`src/rfe_pkg.sv`:
```
package rfe_pkg;

  // Field and register widths
  localparam int DATA_W = 32;
  localparam int FRAC_W = 24;
  localparam int HR_W   = 26;
  localparam int IHR_W  = 31;
  localparam int CFG_W  = 31;
  localparam int IDX_W  = 1;

  // Register indexes
  localparam logic [IDX_W-1:0] REG_HEAT_RATIO = 1'd0;
  localparam logic [IDX_W-1:0] REG_INV_GM1    = 1'd1;

  // Register reset values
  localparam logic [HR_W-1:0]  HR_RESET  = 26'd27962027;
  localparam logic [IHR_W-1:0] IHR_RESET = 31'd25165824;

  // Depth of the face queue between front and back
  localparam int QUEUE_DEPTH = 4;

  // Divider: 32 quotient bits, two per stage
  localparam int DIV_STAGES  = 16;
  // Square root: 28 root bits, two per stage
  localparam int ROOT_W      = 28;
  localparam int SQRT_STAGES = 14;

  // Flux values wait in a delay line from side stage 6 until the sound speed is ready
  localparam int MID_LEN  = DIV_STAGES + SQRT_STAGES - 3;
  // Register stages of the back part, from the face register to the result register
  localparam int BACK_LAT = MID_LEN + 10;

  typedef logic signed [DATA_W-1:0] word_t;

  // One face as it sits in the queue
  typedef struct packed {
    logic  op;
    logic  pos_l;
    logic  pos_r;
    word_t l_rho;
    word_t l_u;
    word_t l_v;
    word_t l_p;
    word_t r_rho;
    word_t r_u;
    word_t r_v;
    word_t r_p;
  } face_t;

  // Conserved state, normal flux and signal speed of one side
  typedef struct packed {
    logic              bad;
    logic [DATA_W:0]   s;
    word_t             u0;
    word_t             u1;
    word_t             u2;
    word_t             u3;
    word_t             f0;
    word_t             f1;
    word_t             f2;
    word_t             f3;
  } side_t;

  localparam logic signed [65:0] SAT_MAX = 66'sd2147483647;
  localparam logic signed [65:0] SAT_MIN = -66'sd2147483648;
  localparam logic signed [65:0] ROUND_Q = 66'sd1 <<< (FRAC_W - 1);

  function automatic word_t sat_w(input logic signed [65:0] x);
    word_t r;
    if (x > SAT_MAX) begin
      r = word_t'(SAT_MAX[DATA_W-1:0]);
    end else if (x < SAT_MIN) begin
      r = word_t'(SAT_MIN[DATA_W-1:0]);
    end else begin
      r = x[DATA_W-1:0];
    end
    return r;
  endfunction

  // Q8.24 product, rounded half up, saturated
  function automatic word_t mulq(input word_t a, input word_t b);
    logic signed [63:0] pr;
    logic signed [65:0] t;
    pr = a * b;
    t  = 66'(pr) + ROUND_Q;
    return sat_w(t >>> FRAC_W);
  endfunction

endpackage

```
`src/rfe_front.sv`:
```
module rfe_front #(
  parameter int DEPTH = rfe_pkg::QUEUE_DEPTH
) (
  input  logic                  clk,
  input  logic                  rst,
  input  logic                  push,
  input  logic                  op,
  input  rfe_pkg::word_t        left_density,
  input  rfe_pkg::word_t        left_vel_x,
  input  rfe_pkg::word_t        left_vel_y,
  input  rfe_pkg::word_t        left_pressure,
  input  rfe_pkg::word_t        right_density,
  input  rfe_pkg::word_t        right_vel_x,
  input  rfe_pkg::word_t        right_vel_y,
  input  rfe_pkg::word_t        right_pressure,
  output logic                  full,
  output rfe_pkg::face_t        face,
  output logic                  avail,
  input  logic                  take
);

  localparam int PW = (DEPTH > 1) ? $clog2(DEPTH) : 1;
  localparam int CW = $clog2(DEPTH + 1);

  rfe_pkg::face_t mem [DEPTH];
  rfe_pkg::face_t wr_face;
  logic [PW-1:0]  wp;
  logic [PW-1:0]  rp;
  logic [CW-1:0]  count;
  logic           wr;
  logic           rd;

  // Classify each side by the sign of its density
  always_comb begin
    wr_face.op    = op;
    wr_face.pos_l = left_density > 0;
    wr_face.pos_r = right_density > 0;
    wr_face.l_rho = left_density;
    wr_face.l_u   = left_vel_x;
    wr_face.l_v   = left_vel_y;
    wr_face.l_p   = left_pressure;
    wr_face.r_rho = right_density;
    wr_face.r_u   = right_vel_x;
    wr_face.r_v   = right_vel_y;
    wr_face.r_p   = right_pressure;
  end

  assign full  = count == CW'(DEPTH);
  assign avail = count != '0;
  assign wr    = push && !full;
  assign rd    = take && avail;
  assign face  = mem[rp];

  // Store the word
  always_ff @(posedge clk) begin
    if (wr) begin
      mem[wp] <= wr_face;
    end
  end

  // Advance pointers and count
  always_ff @(posedge clk) begin
    if (rst) begin
      wp    <= '0;
      rp    <= '0;
      count <= '0;
    end else begin
      if (wr) begin
        wp <= (wp == PW'(DEPTH - 1)) ? '0 : wp + 1'b1;
      end
      if (rd) begin
        rp <= (rp == PW'(DEPTH - 1)) ? '0 : rp + 1'b1;
      end
      if (wr && !rd) begin
        count <= count + 1'b1;
      end else if (rd && !wr) begin
        count <= count - 1'b1;
      end
    end
  end

endmodule

```
`config.mk`:
```
export PLATFORM = sky130hd
export DESIGN_NAME = rfe_front
export DESIGN_NICKNAME = d
export VERILOG_FILES = /design/src/rfe_pkg.sv /design/src/rfe_front.sv
export SDC_FILE = /design/constraint.sdc
export NUM_CORES = 1
export LEC_CHECK = 0
export ABC_AREA = 1
export BUFFER_PORTS_ARGS = -buffer_cell sky130_fd_sc_hd__buf_4
export CELL_PAD_IN_SITES_DETAIL_PLACEMENT = 0
export CELL_PAD_IN_SITES_GLOBAL_PLACEMENT = 1
export CORE_MARGIN = 10
export CORE_UTILIZATION = 40
export DETAILED_ROUTE_END_ITERATION = 6
export MAX_ROUTING_LAYER = met4
export PLACE_DENSITY_LB_ADDON = 0.1
export RECOVER_POWER = 25
export SLEW_MARGIN = 20
export SYNTH_ARGS = -nofsm -noshare
export SYNTH_HDL_FRONTEND = slang
export SYNTH_SLANG_ARGS = --single-unit
```
`constraint.sdc`:
```
create_clock -name clk -period 35.8 [get_ports clk]
set_input_delay 0 -clock clk [delete_from_list [all_inputs] [get_ports clk]]
set_output_delay 0 -clock clk [all_outputs]
set_load 0.005 [all_outputs]
```
==> results.toml <==
[clock_tree]
htreeDepth = 3
clkSinkCount = 1045
cts-root-buf = "clkbuf_16"
cts_buffers = 109
cts_tree = "yes"
cts_buffer_depth = 3
clkLatencyLatePin_ps = 690
cts.clk_slew.worst_paths_ps = 60
cts.repair.resized = 0

[place]
placed_area_um2 = 43790
hpwlAfterDp_mm = 62.25
place_congestion = 0.7632
port_buffers = 521

[sta]
timing.final.crit_share_pct = 15.81
max_freq_mhz = 176.7
rsz0062_at_grt = "no"
hold_viol_final = 0
slew_violations = 0
finalClockSkew_ps = 14.59
fin_tns_setup_ps = 0
finalCriticalPeriod_ps = 5661
max_slew.worst_pin.slew_ps = 1039
setup_violations = 0
maxSlewHeadroom_pct = 30.71

[detailed_routing]
vias = 24490
route.detailed.drc = 0
drt_iter0_drc = 1669
wl_per_cell_um = 22.24
vias_per_cell = 5.128
finalWirelength_mm = 106.2
drt_first_pass_iters = 7
ant_nets = 0

[yosys]
yosys_warnings = 0
synth-edff-count = 1036
synth_area_um2 = 38760
synth_nets = 2899
syn_avg_cell_area_um2 = 14.73
syn-instance-count = 2631
ys_types = 18
ys_seq_area_share_pct = 80.73
async_flop_share_pct = 0
synth_ff_type = "edfxtp_1"
ys_seq_elements = 1045

[layout]
final_cell_mix = "1036 x edfxtp_1, 569 x nor2_1, 522 x o21ai_0, 394 x buf_4, 261 x dlygate4sd3_1"
fin_area_um2 = 49670
nNetsFinal = 3651
drive_gt1_share_pct = 16.30
nFillCells = 8328
area_delta_synth_final_pct = 28.15
final_common_cell = "edfxtp_1"

[worst_hold_path]
hp-class = "input pin to register"
hp-start = "rst"

[setup_path]
path_class = "register to output port"
crit_top_cell = "buf_4"
endpoint_kind = "output port"
crit-reg2reg-launch = "count[0]$_SDFFE_PP0P_"
critical_path.cell_chain = "buf_4 -> buf_4 -> buf_4 -> buf_4 -> o21ai_0 -> o22ai_1 -> buf_4"
cp_data_required_time_ps = 35800
cpPeakStageDelay_ps = 930
slowest_stage = "dfxtp_4"
start_kind = "register"
crit_arrival_ps = 5660
r2r_setup_slack_ps = 31710
path_max_fanout = 89

[global_routing]
grt_pass1_wl_mm = 157.6
first_global_vias = 24600
grt_max_degree = 297
gr-total-overflow = 0
antenna_found_initial = 22
gr-usage-all-layers_pct = 19.15

[power_and_ir_drop]
power_density_nw_per_um2 = 70.86
leakagePower_nw = 16.95
peakVddDrop_uv = 43.44
power_mw = 3.519

[floorplan]
io_pins = 522
rows = 114
die-area_um2 = 109700
die_w_um = 331.3
design.core.area_um2 = 96420
initial_core_util_pct = 40.20
fp.dieH_um = 331.3

[outcome]
status = "finished clean"

[run]
max_cap_violations = 0
==> kinds of logic after synthesis <==
kind of cell / Yosys count / share of synthesized area (%)
AND/OR/NAND/NOR: 604 / 5.863
flip-flops: 1045 / 80.73
AO/OA/AOI/OAI: 787 / 11.00
adder cells (fa/ha/maj): 7 / 0.2453
buffers and inverters: 188 / 2.160
==> cell usage after synthesis, types with 3 or more instances <==
cell type | count | area, µm²
a21oi_1 | 6 | 30.03
buf_2 | 37 | 185.2
buf_4 | 14 | 105.1
buf_6 | 4 | 45.04
clkbuf_1 | 117 | 439.2
dfxtp_1 | 9 | 180.2
edfxtp_1 | 1036 | 31110
ha_1 | 6 | 75.07
inv_1 | 14 | 52.55
nand2_1 | 27 | 101.4
nand3_1 | 3 | 15.01
nor2_1 | 573 | 2151
o21ai_0 | 522 | 2613
o22ai_1 | 259 | 1620
==> layout make-up <==
cell class	count	area (µm²)	area share (%)
multi-input cells	1398	6660	13.41
flip-flops and latches	1045	31300	63.01
repair buffers	813	6259	12.60
diodes	22	55.05	0.1108
inverters	16	83.83	0.1688
well taps	1276	1597	3.214
clock buffers	126	2813	5.663
clock inverters	80	903.4	1.819
==> timing repair <==
action / in CTS / in global routing
buffers inserted: 0 / 0
hold buffers: 261 / 0
endpoints found under the hold margin: 1045 / 0
==> power by group <==
part | internal (mW) | leakage [nW] | switching [mW] | total, mW
Sequential | 1.49 | 9.57 | 0.0386 | 1.53
Clock | 0.705 | 1.81 | 0.455 | 1.16
Combinational | 0.317 | 5.57 | 0.515 | 0.832
==> worst paths after layout <==
check / endpoint / cells after the start
hold / removal: register / 3
hold reg to reg: count[0]$_SDFFE_PP0P_ / 1
setup reg to reg: mem[2][161]$_DFFE_PP_ / 7
setup / recovery: face[185] / 7
==> worst max-delay path, delay by kind of cell (launching register included) <==
kind / cells / cell delay (ps)
flip-flops: 1 / 930
AO/OA/AOI/OAI: 2 / 480
buffers and inverters: 5 / 3290
==> per-stage QoR <==
stage / instances / hold WS (ps) / setup slack (ps) / utilization, %
6_report: 4776 / 69.56 / 30140 / 51.51
5_1_grt: 4776 / 84.97 / 29630 / 51.51
4_1_cts: 4752 / 10.62 / 30030 / 51.98
3_5_place_dp: 4285 / 198.5 / 30760 / 45.42
3_3_place_gp: 4285 / 197.7 / 30900 / 45.42
2_1_floorplan: 2631 / 78.03 / 23520 / -
==> metal layers <==
layer / global-route usage [%] / vias to the layer above / part of all wire, %
li1: - / 11500 / -
met1: 24.00 / 12270 / 43
met2: 30.96 / 592 / 49
met3: 4.456 / 127 / 5.7
met4: 5.451 / 0 / 2.1
met5: - / - / 0
==> registers in the layout, indices dropped and copies added (netlist names), named ones only <==
signal and flops:
count 3, wp 2, mem 1036, rp 2
Note: power is estimated with default switching activity, not from simulation.
